--- config.mk ---
export PLATFORM = sky130hd
export DESIGN_NAME = jsv_step
export DESIGN_NICKNAME = d
export VERILOG_FILES = /design/src/design/jsv_pkg.sv /design/src/design/jsv_step.sv
export SDC_FILE = /design/constraint.sdc
export NUM_CORES = 1
export LEC_CHECK = 0
export BUFFER_PORTS_ARGS = -buffer_cell sky130_fd_sc_hd__buf_2
export CELL_PAD_IN_SITES_DETAIL_PLACEMENT = 1
export CELL_PAD_IN_SITES_GLOBAL_PLACEMENT = 1
export CORE_MARGIN = 3
export CORE_UTILIZATION = 39
export DETAILED_ROUTE_END_ITERATION = 7
export PLACE_DENSITY = 0.95
export SYNTH_ARGS = -nofsm -noshare
export SYNTH_HDL_FRONTEND = slang
export SYNTH_SLANG_ARGS = --single-unit
--- constraint.sdc ---
create_clock -name vclk -period 6.51
set_input_delay 0.651 -clock vclk [all_inputs]
set_output_delay 0.651 -clock vclk [all_outputs]
set_load 0.02 [all_outputs]
--- src/design/jsv_pkg.sv ---
// shared types, codes and helper functions for the json syntax validator
package jsv_pkg;

  localparam int STACK_DEPTH = 13;
  localparam int DEPTH_W = $clog2(STACK_DEPTH + 1);
  localparam int CFG_W = 8;
  localparam int CFG_IDX_W = 1;

  localparam logic [CFG_IDX_W-1:0] REG_DEPTH_LIMIT = 1'd0;
  localparam logic [CFG_IDX_W-1:0] REG_MAX_KEY = 1'd1;

  // error codes
  localparam logic [3:0] ERR_NONE     = 4'd0;
  localparam logic [3:0] ERR_UNEXP    = 4'd1;
  localparam logic [3:0] ERR_ESCAPE   = 4'd2;
  localparam logic [3:0] ERR_CTRL     = 4'd3;
  localparam logic [3:0] ERR_NUMBER   = 4'd4;
  localparam logic [3:0] ERR_DEEP     = 4'd5;
  localparam logic [3:0] ERR_KEY_LONG = 4'd6;
  localparam logic [3:0] ERR_EARLY    = 4'd7;
  localparam logic [3:0] ERR_TRAILING = 4'd8;

  // parser modes
  typedef enum logic [4:0] {
    M_VALUE     = 5'd0,
    M_ARR_FIRST = 5'd1,
    M_OBJ_FIRST = 5'd2,
    M_KEY       = 5'd3,
    M_COLON     = 5'd4,
    M_AFTER     = 5'd5,
    M_DONE      = 5'd6,
    M_STR       = 5'd7,
    M_KEYSTR    = 5'd8,
    M_LIT       = 5'd9,
    N_SIGN      = 5'd10,
    N_ZERO      = 5'd11,
    N_INT       = 5'd12,
    N_DOT       = 5'd13,
    N_FRAC      = 5'd14,
    N_EXP       = 5'd15,
    N_ESIGN     = 5'd16,
    N_EXPD      = 5'd17
  } mode_t;

  // literal kinds
  localparam logic [1:0] LIT_TRUE  = 2'd0;
  localparam logic [1:0] LIT_FALSE = 2'd1;
  localparam logic [1:0] LIT_NULL  = 2'd2;

  // parser state between bytes
  typedef struct packed {
    mode_t                  mode;
    logic [STACK_DEPTH-1:0] stack;
    logic [DEPTH_W-1:0]     depth;
    logic                   in_escape;
    logic [2:0]             hex_left;
    logic [1:0]             lit_kind;
    logic [2:0]             lit_index;
    logic [7:0]             key_len;
    logic [3:0]             err;
  } pstate_t;

  typedef struct packed {
    logic       is_valid;
    logic [3:0] error_code;
  } result_t;

  function automatic logic is_ws(input logic [7:0] c);
    return c == 8'h20 || (c >= 8'h09 && c <= 8'h0D);
  endfunction

  function automatic logic is_digit(input logic [7:0] c);
    return c >= 8'h30 && c <= 8'h39;
  endfunction

  function automatic logic is_hex(input logic [7:0] c);
    return is_digit(c) || (c >= 8'h61 && c <= 8'h66) || (c >= 8'h41 && c <= 8'h46);
  endfunction

  // expected character of a literal at a position, zero past its end
  function automatic logic [7:0] lit_char(input logic [1:0] k, input logic [2:0] i);
    logic [7:0] r;
    r = 8'h00;
    unique case (k)
      LIT_TRUE: begin
        unique case (i)
          3'd0: r = "t";
          3'd1: r = "r";
          3'd2: r = "u";
          3'd3: r = "e";
          default: r = 8'h00;
        endcase
      end
      LIT_FALSE: begin
        unique case (i)
          3'd0: r = "f";
          3'd1: r = "a";
          3'd2: r = "l";
          3'd3: r = "s";
          3'd4: r = "e";
          default: r = 8'h00;
        endcase
      end
      LIT_NULL: begin
        unique case (i)
          3'd0: r = "n";
          3'd1: r = "u";
          3'd2: r = "l";
          3'd3: r = "l";
          default: r = 8'h00;
        endcase
      end
      default: r = 8'h00;
    endcase
    return r;
  endfunction

  function automatic logic [2:0] lit_len(input logic [1:0] k);
    return (k == LIT_FALSE) ? 3'd5 : 3'd4;
  endfunction

  function automatic pstate_t reset_state();
    pstate_t s;
    s = '0;
    s.mode = M_VALUE;
    return s;
  endfunction

endpackage

--- src/design/jsv_step.sv ---
// next-state logic of the parser for one text byte
module jsv_step import jsv_pkg::*; (
  input  pstate_t    cur,
  input  logic [7:0] c,
  input  logic       last,
  input  logic [3:0] depth_limit,
  input  logic [7:0] max_key_bytes,
  output pstate_t    nxt,
  output result_t    res
);

  logic [DEPTH_W-1:0] lim;
  pstate_t s;
  pstate_t f;
  logic used;
  logic top_obj;
  logic is_e;
  logic key;
  logic esc_ok;
  logic count_key;

  // effective depth limit
  always_comb begin
    if ({{(DEPTH_W > 4 ? DEPTH_W - 4 : 0){1'b0}}, depth_limit} > (DEPTH_W)'(STACK_DEPTH - 1))
      lim = (DEPTH_W)'(STACK_DEPTH - 1);
    else
      lim = (DEPTH_W)'(depth_limit);
  end

  // feed one byte
  always_comb begin
    s = cur;
    used = 1'b0;
    is_e = c == "e" || c == "E";
    key = cur.mode == M_KEYSTR;
    esc_ok = c == 8'h22 || c == 8'h5C || c == "/" || c == "b" || c == "f" ||
             c == "n" || c == "r" || c == "t";
    count_key = 1'b0;
    top_obj = 1'b0;
    if (cur.err == ERR_NONE) begin
      // number modes first; a byte that ends a number falls through
      if (cur.mode >= N_SIGN) begin
        used = 1'b1;
        unique case (cur.mode)
          N_SIGN: begin
            if (c == "0") s.mode = N_ZERO;
            else if (is_digit(c)) s.mode = N_INT;
            else s.err = ERR_NUMBER;
          end
          N_ZERO, N_INT: begin
            if (cur.mode == N_INT && is_digit(c)) used = 1'b1;
            else if (c == ".") s.mode = N_DOT;
            else if (is_e) s.mode = N_EXP;
            else used = 1'b0;
          end
          N_DOT: begin
            if (is_digit(c)) s.mode = N_FRAC;
            else s.err = ERR_NUMBER;
          end
          N_FRAC: begin
            if (is_digit(c)) used = 1'b1;
            else if (is_e) s.mode = N_EXP;
            else used = 1'b0;
          end
          N_EXP: begin
            if (c == "+" || c == "-") s.mode = N_ESIGN;
            else if (is_digit(c)) s.mode = N_EXPD;
            else s.err = ERR_NUMBER;
          end
          N_ESIGN: begin
            if (is_digit(c)) s.mode = N_EXPD;
            else s.err = ERR_NUMBER;
          end
          default: used = is_digit(c);
        endcase
        if (!used) s.mode = (cur.depth == '0) ? M_DONE : M_AFTER;
      end
      top_obj = (s.depth == '0) ? 1'b0 : s.stack[s.depth - 1'b1];
      if (!used) begin
        unique case (s.mode)
          M_VALUE, M_ARR_FIRST: begin
            if (is_ws(c)) begin
            end else if (s.mode == M_ARR_FIRST && c == "]") begin
              s.depth = s.depth - 1'b1;
              s.mode = (s.depth == '0) ? M_DONE : M_AFTER;
            end else if (s.depth > lim) begin
              s.err = ERR_DEEP;
            end else if (c == 8'h22) begin
              s.mode = M_STR;
              s.in_escape = 1'b0;
              s.hex_left = '0;
              s.key_len = '0;
            end else if (c == "{" || c == "[") begin
              s.stack[s.depth] = c == "{";
              s.depth = s.depth + 1'b1;
              s.mode = (c == "{") ? M_OBJ_FIRST : M_ARR_FIRST;
            end else if (c == "t" || c == "f" || c == "n") begin
              s.lit_kind = (c == "t") ? LIT_TRUE : ((c == "f") ? LIT_FALSE : LIT_NULL);
              s.lit_index = 3'd1;
              s.mode = M_LIT;
            end else if (c == "-") s.mode = N_SIGN;
            else if (c == "0") s.mode = N_ZERO;
            else if (is_digit(c)) s.mode = N_INT;
            else s.err = ERR_UNEXP;
          end
          M_OBJ_FIRST, M_KEY: begin
            if (is_ws(c)) begin
            end else if (s.mode == M_OBJ_FIRST && c == "}") begin
              s.depth = s.depth - 1'b1;
              s.mode = (s.depth == '0) ? M_DONE : M_AFTER;
            end else if (c == 8'h22) begin
              s.mode = M_KEYSTR;
              s.in_escape = 1'b0;
              s.hex_left = '0;
              s.key_len = '0;
            end else s.err = ERR_UNEXP;
          end
          M_COLON: begin
            if (is_ws(c)) begin
            end else if (c == ":") s.mode = M_VALUE;
            else s.err = ERR_UNEXP;
          end
          M_AFTER: begin
            if (is_ws(c)) begin
            end else if (c == ",") s.mode = top_obj ? M_KEY : M_VALUE;
            else if ((c == "]" && !top_obj) || (c == "}" && top_obj)) begin
              s.depth = s.depth - 1'b1;
              s.mode = (s.depth == '0) ? M_DONE : M_AFTER;
            end else s.err = ERR_UNEXP;
          end
          M_DONE: begin
            if (!is_ws(c)) s.err = ERR_TRAILING;
          end
          M_STR, M_KEYSTR: begin
            if (s.hex_left != '0) begin
              if (!is_hex(c)) s.err = ERR_ESCAPE;
              else begin
                s.hex_left = s.hex_left - 1'b1;
                count_key = 1'b1;
              end
            end else if (s.in_escape) begin
              s.in_escape = 1'b0;
              if (c == "u") begin
                s.hex_left = 3'd4;
                count_key = 1'b1;
              end else if (esc_ok) count_key = 1'b1;
              else s.err = ERR_ESCAPE;
            end else if (c == 8'h22) begin
              if (key) s.mode = M_COLON;
              else s.mode = (s.depth == '0) ? M_DONE : M_AFTER;
            end else if (c < 8'h20) begin
              s.err = ERR_CTRL;
            end else begin
              if (c == 8'h5C) s.in_escape = 1'b1;
              count_key = 1'b1;
            end
            if (count_key && key) begin
              if (s.key_len >= max_key_bytes) s.err = ERR_KEY_LONG;
              else s.key_len = s.key_len + 1'b1;
            end
          end
          M_LIT: begin
            if (s.lit_kind > LIT_NULL || s.lit_index >= lit_len(s.lit_kind) ||
                lit_char(s.lit_kind, s.lit_index) != c) begin
              s.err = ERR_UNEXP;
            end else begin
              s.lit_index = s.lit_index + 1'b1;
              if (s.lit_index == lit_len(s.lit_kind))
                s.mode = (s.depth == '0) ? M_DONE : M_AFTER;
            end
          end
          default: s.err = ERR_UNEXP;
        endcase
      end
    end
  end

  // end-of-text check and clearing
  always_comb begin
    f = s;
    if (f.err == ERR_NONE) begin
      if (f.mode == N_ZERO || f.mode == N_INT || f.mode == N_FRAC || f.mode == N_EXPD)
        f.mode = (f.depth == '0) ? M_DONE : M_AFTER;
      if (f.mode != M_DONE) begin
        if ((f.mode == M_VALUE || f.mode == M_ARR_FIRST) && f.depth > lim)
          f.err = ERR_DEEP;
        else
          f.err = ERR_EARLY;
      end
    end
    res.is_valid = f.err == ERR_NONE;
    res.error_code = f.err;
    nxt = last ? reset_state() : s;
  end

endmodule

==> results of run 1 <==
worst max-delay path, cell delays in order:
cell and delay [ns]:
clkbuf_4 0.25, or4b_4 0.53, or4_4 0.54, o2111ai_2 0.15, nand2_2 0.14, a221o_1 0.44, o31ai_2 0.35, o311ai_1 0.22
nand2b_1 0.25, a221oi_1 0.43, inv_1 0.09, ha_1 0.30, nor2b_1 0.13, o21ai_0 0.14, nand2b_1 0.07, a21oi_1 0.14
a41oi_1 0.06, nand3_1 0.10, o21bai_1 0.07, o31ai_1 0.18, buf_2 0.20
through the flow:
stage                     utilization  cell area (um^2)  hold slack (ns)  setup WS (ns)  std cells
after CTS                      0.4740              5025            1.667         0.3840        896
after global routing           0.4750              5036            1.678        0.06157        896
after detailed placement       0.4740              5025            1.667         0.4028        896
after global placement         0.4740              5025            1.661         0.5442        896
after floorplan                     -              4364            1.475         0.8846        678
final                          0.4750              5036            1.666         0.4090        896
layer usage:
layer  track usage  up-vias
li1              -     2804
met1        0.3754     2950
met2        0.5448      318
met3       0.05000       75
met4        0.1079        0
met5             0        -
timing repair:
item	CTS	global route
gates resized for setup	0	3
setup endpoints to repair	0	1
buffers inserted	0	0
power breakdown:
group / total (uW) / switching, uW / internal, uW
Combinational: 342 / 224 / 118
Sequential: 0 / 0 / 0
Clock: 0 / 0 / 0
final cells by class:
type,instances,share of cell area
Timing Repair Buffer,126,0.1327
Multi-Input combinational cell,602,0.8097
Inverter,32,0.02385
Tap cell,136,0.03379
placed cells by master (no fill, tap or decap), types with 9 or more instances in the layout:
cell	n
nor4_1	11
nand2b_1	12
a21o_1	11
and2_1	16
o31ai_1	10
and3_1	10
buf_4	14
inv_1	32
nand2_1	53
nor3_1	21
ha_1	31
nand4_1	15
a211oi_1	13
o21a_1	9
nand3_1	25
a21oi_1	55
nor2_1	58
o21ai_0	44
buf_2	111
nor2b_1	19
worst min-delay path by stage:
stage,startpoint,endpoint,slack (ns)
final,cur[3],res[3],1.67
after CTS,cur[3],res[3],1.67
after global placement,cur[3],res[3],1.66
after floorplan,cur[13],nxt[13],1.47
after detailed placement,cur[3],res[3],1.67
after global routing,cur[3],res[3],1.68
cells by family after synthesis:
family / synth area share
mux: 0.02379
simple gates: 0.3962
compound gates: 0.4100
fa+ha+maj: 0.08888
buf+inv: 0.06909
xor+xnor: 0.01204
==> results.yml, run 1 <==
flow_run:
  cap_viol_max_count: 0
sta:
  fmax_ghz: 0.1639
  finalCritPeriodShare: 0.9372
  grt_setup_unrepaired: "false"
  final.setup.tns_ns: 0
  tightest_slew_ns: 0.9322
  setup_viol: 0
  drv_slew: 0
  post-route-min-period_ns: 6.101
  relSlewSlack: 0.3720
  hold_violations: 0
critical_path:
  startpoint_type: "input pin"
  crit_arrival_ns: 5.45
  worstPathRequired_ns: 5.86
  critPathCapture: "res[1]"
  crit_start: "c[5]"
  path_class: "input pin to output port"
  cp_max_fo: 22
  end_kind: "output port"
finish:
  final_nets: 857
  seq_area_um2: 0
  clock_buffers: 0
  area_growth_pct: 15.40
  nFlopsAndLatches: 0
  fill_cells: 1481
  multi_input_area_um2: 4078
  drive_gt1_frac: 0.2105
  diodes: 0
routing:
  wl_met2_um: 9761
  vias: 6147
  viasPerCell: 6.860
  wl_per_cell_um: 22.61
  wl_met1_um: 8150
  ant_nets: 0
  highest_layer: "met4"
  drt_pass1_iterations: 5
  drt_iter0_markers: 609
  drc: 0
  wirelength_um: 20260
  wl_met3_um: 1501
synthesis:
  synth_nets: 773
  netlist_top_cells_count: "nor2_1, a21oi_1, nand2_1"
  synthTopCellsByArea: "ha_1, a21oi_1, o21ai_0"
  synth_most_common_cell: "nor2_1"
  syn_area_um2: 4364
  synth_cell_types: 92
  syn_inst: 678
  synth_top_area_share: 0.08888
  syn_avg_cell_area_um2: 6.437
  ys_seq_area_frac: 0
  synth_largest_area_cell: "ha_1"
  ys_warn_count: 0
min_path:
  hold_path_class: "input pin to output port"
  whs_path_depth: 4
grt:
  grt_max_degree: 44
  grt_first_pass_wirelength_um: 32870
  track_usage: 0.3081
  antenna_found_initial: 0
  grt_remaining_overflow: 0
  grt_pass1_vias: 6296
outcome:
  status: "finished, final reports clean"
floorplan:
  initial_core_util: 0.4117
  core_um2: 10600
  pin_count: 112
  die_x_um: 111.8
  design.die.area_um2: 12500
  fp-row-count: 37
  fp.dieH_um: 111.8
power_and_ir_drop:
  peakVddDrop_uv: 34.03
  p_per_area_nw_per_um2: 67.92
  p_leak_uw: 0.002062
  total_power_uw: 342.1
clock_network:
  cts_hold_buf: 0
placed_design:
  dp_hpwl_um: 16340
  place_congestion: 1.013
  port_buffers: 112
Note: power is estimated with default switching activity, not from simulation.
==> run 2, diff against run 1 <==
==> config.mk (replaced) <==
export PLATFORM = sky130hd
export DESIGN_NAME = jsv_step
export DESIGN_NICKNAME = d
export VERILOG_FILES = /design/src/design/jsv_pkg.sv /design/src/design/jsv_step.sv
export SDC_FILE = /design/constraint.sdc
export NUM_CORES = 1
export LEC_CHECK = 0
export ABC_AREA = 1
export BUFFER_PORTS_ARGS = -buffer_cell sky130_fd_sc_hd__buf_2
export CELL_PAD_IN_SITES_DETAIL_PLACEMENT = 0
export CELL_PAD_IN_SITES_GLOBAL_PLACEMENT = 1
export CORE_MARGIN = 10
export CORE_UTILIZATION = 37
export DETAILED_ROUTE_END_ITERATION = 7
export PLACE_DENSITY = 0.94
export SYNTH_ARGS = -nofsm -noshare
export SYNTH_HDL_FRONTEND = slang
export SYNTH_SLANG_ARGS = --single-unit
==> run 2 against run 1 <==
Via count rose by 7.5%. Hold slack got worse by 0.014 ns. Synthesized cell count rose by 43%. Die area rose by 47%. Total power rose by 24%. Cell count rose by 39%. Highest routed layer unchanged.
==> results.yml, run 2 <==
routing:
  ant_nets: 0
  viasPerCell: 5.322
  drt_pass1_iterations: 5
  wl_per_cell_um: 15.10
  drt_iter0_markers: 650
  vias: 6610
  drc: 0
  wirelength_um: 18750
flow_run:
  cap_viol_max_count: 0
finish:
  diodes: 0
  drive_gt1_frac: 0.2054
  final_common_cell: "nand2_1"
  clock_buffers: 0
  fill_cells: 1551
  multi_input_area_um2: 4184
  stdcell_count: 1242
  seq_area_um2: 0
  nFlopsAndLatches: 0
  area_growth_pct: 14.75
  final_nets: 1163
  layout_common_cells: "nand2_1, inv_1, nor2_1"
sta:
  final.setup.tns_ns: 0
  relSlewSlack: 0.4983
  finalCritPeriodShare: 0.8219
  setup_viol: 0
  hold_violations: 0
  grt_setup_unrepaired: "false"
  tightest_slew_ns: 0.7525
  drv_slew: 0
  fmax_ghz: 0.1869
  post-route-min-period_ns: 5.351
min_path:
  hold_path_class: "input pin to output port"
  whs_path_depth: 4
  worstHoldEndpoint: "nxt[28]"
  hp-start: "cur[28]"
clock_network:
  cts_setup_buffers: 0
  cts_hold_buf: 0
  cts_resized: 0
critical_path:
  cp_max_fo: 7
  worstPathRequired_ns: 5.86
  cpMostUsedCell: "inv_1"
  end_kind: "output port"
  cpPeakStageDelay_ns: 0.31
  path_class: "input pin to output port"
  slowest_stage: "nor2_1"
  startpoint_type: "input pin"
  crit_arrival_ns: 4.70
synthesis:
  ys_seq_area_frac: 0
  synth_top_area_share: 0.1823
  netlist_top_cells_count: "nand2_1, inv_1, nor2_1"
  synthTopCellsByArea: "nand2_1, inv_1, nor2_1"
  ys_warn_count: 0
  synth_cell_types: 55
  synth_nets: 1062
  synth_largest_area_cell: "nand2_1"
  syn_area_um2: 4921
  syn_avg_cell_area_um2: 5.089
  syn_inst: 967
  synth_most_common_cell: "nand2_1"
grt:
  grt_pass1_vias: 6211
  track_usage: 0.1940
  grt_max_degree: 35
  grt_first_pass_wirelength_um: 30450
  antenna_found_initial: 0
  grt_remaining_overflow: 0
floorplan:
  pin_count: 112
  die_x_um: 135.3
  initial_core_util: 0.3746
  fp-row-count: 42
  core_um2: 13140
  design.die.area_um2: 18310
  fp.dieH_um: 135.3
power_and_ir_drop:
  p_sw_uw: 293.8
  p_seq_frac: 0
  peakVddDrop_uv: 31.20
  p_leak_uw: 0.003146
  p_sw_frac: 0.6912
  combPwrFrac: 1.000
  p_per_area_nw_per_um2: 75.28
  intPower_uw: 131.3
  clkPwrFrac: 0
placed_design:
  dp_cells: 1242
  place_congestion: 1.011
  dp_hpwl_um: 15950
  port_buffers: 112
outcome:
  status: "finished, final reports clean"
[run 2: critical path: cells and delay by family]
family	cells	cell delay, ns
fa+ha+maj	2	0.59
compound gates	8	0.99
xor+xnor	1	0.17
simple gates	11	1.53
buf+inv	7	0.75
[run 2: cells by family (layout without fill, tap and decap cells)]
kind of cell	Yosys count	count (layout)	synth area share
fa+ha+maj	31	31	0.07882
simple gates	564	564	0.5484
xor+xnor	6	6	0.01068
compound gates	175	175	0.2110
buf+inv	191	290	0.1510
[run 2: metal layers]
metal / routed length [um] / GRT usage / up-vias
met5: 0 / 0 / -
met4: 279 / 0.02691 / 0
met1: 8369 / 0.2578 / 2952
met3: 1691 / 0.03598 / 25
li1: - / - / 3358
met2: 8411 / 0.3242 / 275
[run 2: stage by stage]
stage	cell area (um^2)	setup slack [ns]	util	hold WS (ns)	total power, uW
global route	5647	0.6338	0.4298	1.671	475.3
detailed placement	5647	1.239	0.4298	1.654	417.5
CTS	5647	1.197	0.4298	1.655	419.3
global placement	5647	1.197	0.4298	1.658	417.8
floorplan	4921	1.986	-	1.468	297.5
finish	5647	1.159	0.4298	1.652	425.1
[run 2: how the worst max path moves through the flow]
stage / from / end / slack, ns / cells past startpoint
2_1_floorplan: depth_limit[3] / res[1] / 1.99 / 27
3_3_place_gp: cur[21] / res[1] / 1.20 / 29
3_5_place_dp: cur[21] / res[1] / 1.24 / 29
4_1_cts: depth_limit[2] / res[1] / 1.20 / 29
5_1_grt: cur[21] / res[1] / 0.63 / 29
6_report: depth_limit[2] / res[1] / 1.16 / 29
[run 2: cell type report]
class,instances,area share
Tap cell,176,0.03900
Inverter,175,0.1168
Timing Repair Buffer,115,0.1033
Multi-Input combinational cell,776,0.7410
[run 2: power groups by stage]
stage               combinational (uW)  sequential [uW]  clock [uW]
finish                             425                0           0
global route                       475                0           0
CTS                                419                0           0
detailed placement                 417                0           0
global placement                   418                0           0
floorplan                          298                0           0
==> run 3, diff against run 2 <==
==> constraint.sdc (replaced) <==
create_clock -name vclk -period 5.1
set_input_delay 0.51 -clock vclk [all_inputs]
set_output_delay 0.51 -clock vclk [all_outputs]
set_load 0.02 [all_outputs]
==> run 3 against run 2 <==
Die area is the same. Setup slack worse by 0.75 ns. Wire length is 0.27% higher. Critical endpoint unchanged.
==> results.yml, run 3 (synthesis gave the netlist of run 2 again) <==
critical_path:
  crit_arrival_ns: 4.18
  crit_start: "cur[22]"
  cp_max_fo: 8
  worstPathRequired_ns: 4.59
  path_class: "input pin to output port"
  cpPeakStageDelay_ns: 0.45
  startpoint_type: "input pin"
  cpMostUsedCell: "a21oi_1"
  slowest_stage: "ha_2"
  end_kind: "output port"
sta:
  setup_viol: 0
  fmax_ghz: 0.2133
  tightest_slew_ns: 0.6732
  relSlewSlack: 0.5512
  holdWs_ns: 1.375
  finalCritPeriodShare: 0.9193
  fin_ws_ns: 0.4114
  post-route-min-period_ns: 4.689
  hold_violations: 0
  drv_slew: 0
finish:
  nFlopsAndLatches: 0
  diodes: 0
  drive_gt1_frac: 0.2215
  stdcell_count: 1255
  layout_common_cells: "nand2_1, inv_1, nor2_1"
  clock_buffers: 0
  seq_area_um2: 0
  fill_cells: 1499
  multi_input_area_um2: 4230
  area_growth_pct: 17.67
  final_common_cell: "nand2_1"
  final_nets: 1176
grt:
  grt_pass1_vias: 6075
  grt_max_degree: 35
  grt_first_pass_wirelength_um: 30420
  antenna_found_initial: 0
  grt_remaining_overflow: 0
  track_usage: 0.1946
min_path:
  hold_path_class: "input pin to output port"
  hp-start: "cur[28]"
power_and_ir_drop:
  p_leak_uw: 0.003215
  p_per_area_nw_per_um2: 96.64
  peakVddDrop_uv: 39.63
routing:
  drc: 0
  wirelength_um: 18800
  drt_pass1_iterations: 6
  drt_iter0_markers: 592
  vias: 6668
  ant_nets: 0
  wl_per_cell_um: 14.98
  wl_met2_um: 8423
  viasPerCell: 5.313
  wl_met1_um: 8404
  highest_layer: "met4"
  wl_met3_um: 1634
outcome:
  status: "finished, final reports clean"
floorplan:
  fp-row-count: 42
  fp.dieH_um: 135.3
  core_um2: 13140
  die_x_um: 135.3
  pin_count: 112
  initial_core_util: 0.3746
  design.die.area_um2: 18310
placed_design:
  port_buffers: 112
  dp_cells: 1251
  place_ws_ns: 0.2083
  dp_hpwl_um: 16070
  place_congestion: 1.041
flow_run:
  cap_viol_max_count: 0
clock_network:
  cts_hold_buf: 0
==> run 3: cell count changes in the layout (fill, tap and decap cells not counted), moves of 2 or more <==
| cell | delta |
|---|---|
| nand3_2 | +2 |
| buf_4 | +13 |
| nor2_4 | +2 |
| nor2_1 | -3 |
| nand3_1 | -2 |
==> run 3: repair_timing <==
action,4_1_cts,5_1_grt
resized for setup,0,12
endpoints found under the setup margin,0,2
endpoints found under the hold margin,0,0
buffers inserted,0,4
==> run 3: power breakdown <==
part           total [uW]  switching [uW]  internal [uW]
combinational         560             381            179
sequential              0               0              0
clock                   0               0              0
==> run 3: path summary, 6_finish.rpt <==
kind	end	slack, ns	cells past startpoint
setup / recovery	res[1]	0.41	29
hold / removal	nxt[28]	1.38	4
==> run 3: final cells by class <==
cell class,instances,area share
multi-input cells,776,0.7306
inverters,175,0.1139
repair buffers,128,0.1175
well taps,176,0.03803
==> run 3: stage by stage <==
| step | power (uW) | setup TNS (ns) | util | area, um^2 |
|---|---|---|---|---|
| CTS | 539.2 | 0 | 0.4350 | 5714 |
| global route | 621.3 | -0.01751 | 0.4408 | 5791 |
| finish | 559.6 | 0 | 0.4408 | 5791 |
| floorplan | 379.8 | 0 | - | 4921 |
| detailed placement | 537.0 | 0 | 0.4350 | 5714 |
| global placement | 538.6 | 0 | 0.4350 | 5714 |
==> run 3: worst max-delay path: cells and delay by family <==
| kind | cells | cell delay (ns) |
|---|---|---|
| fa+ha+maj | 2 | 0.71 |
| simple gates | 9 | 1.09 |
| compound gates | 11 | 1.05 |
| buf+inv | 7 | 0.82 |
==> run 3: layer usage <==
metal | global-route usage | up-vias
met4 | 0.03529 | 0
met3 | 0.03116 | 25
li1 | - | 3389
met2 | 0.3131 | 282
met5 | 0 | -
met1 | 0.2681 | 2972
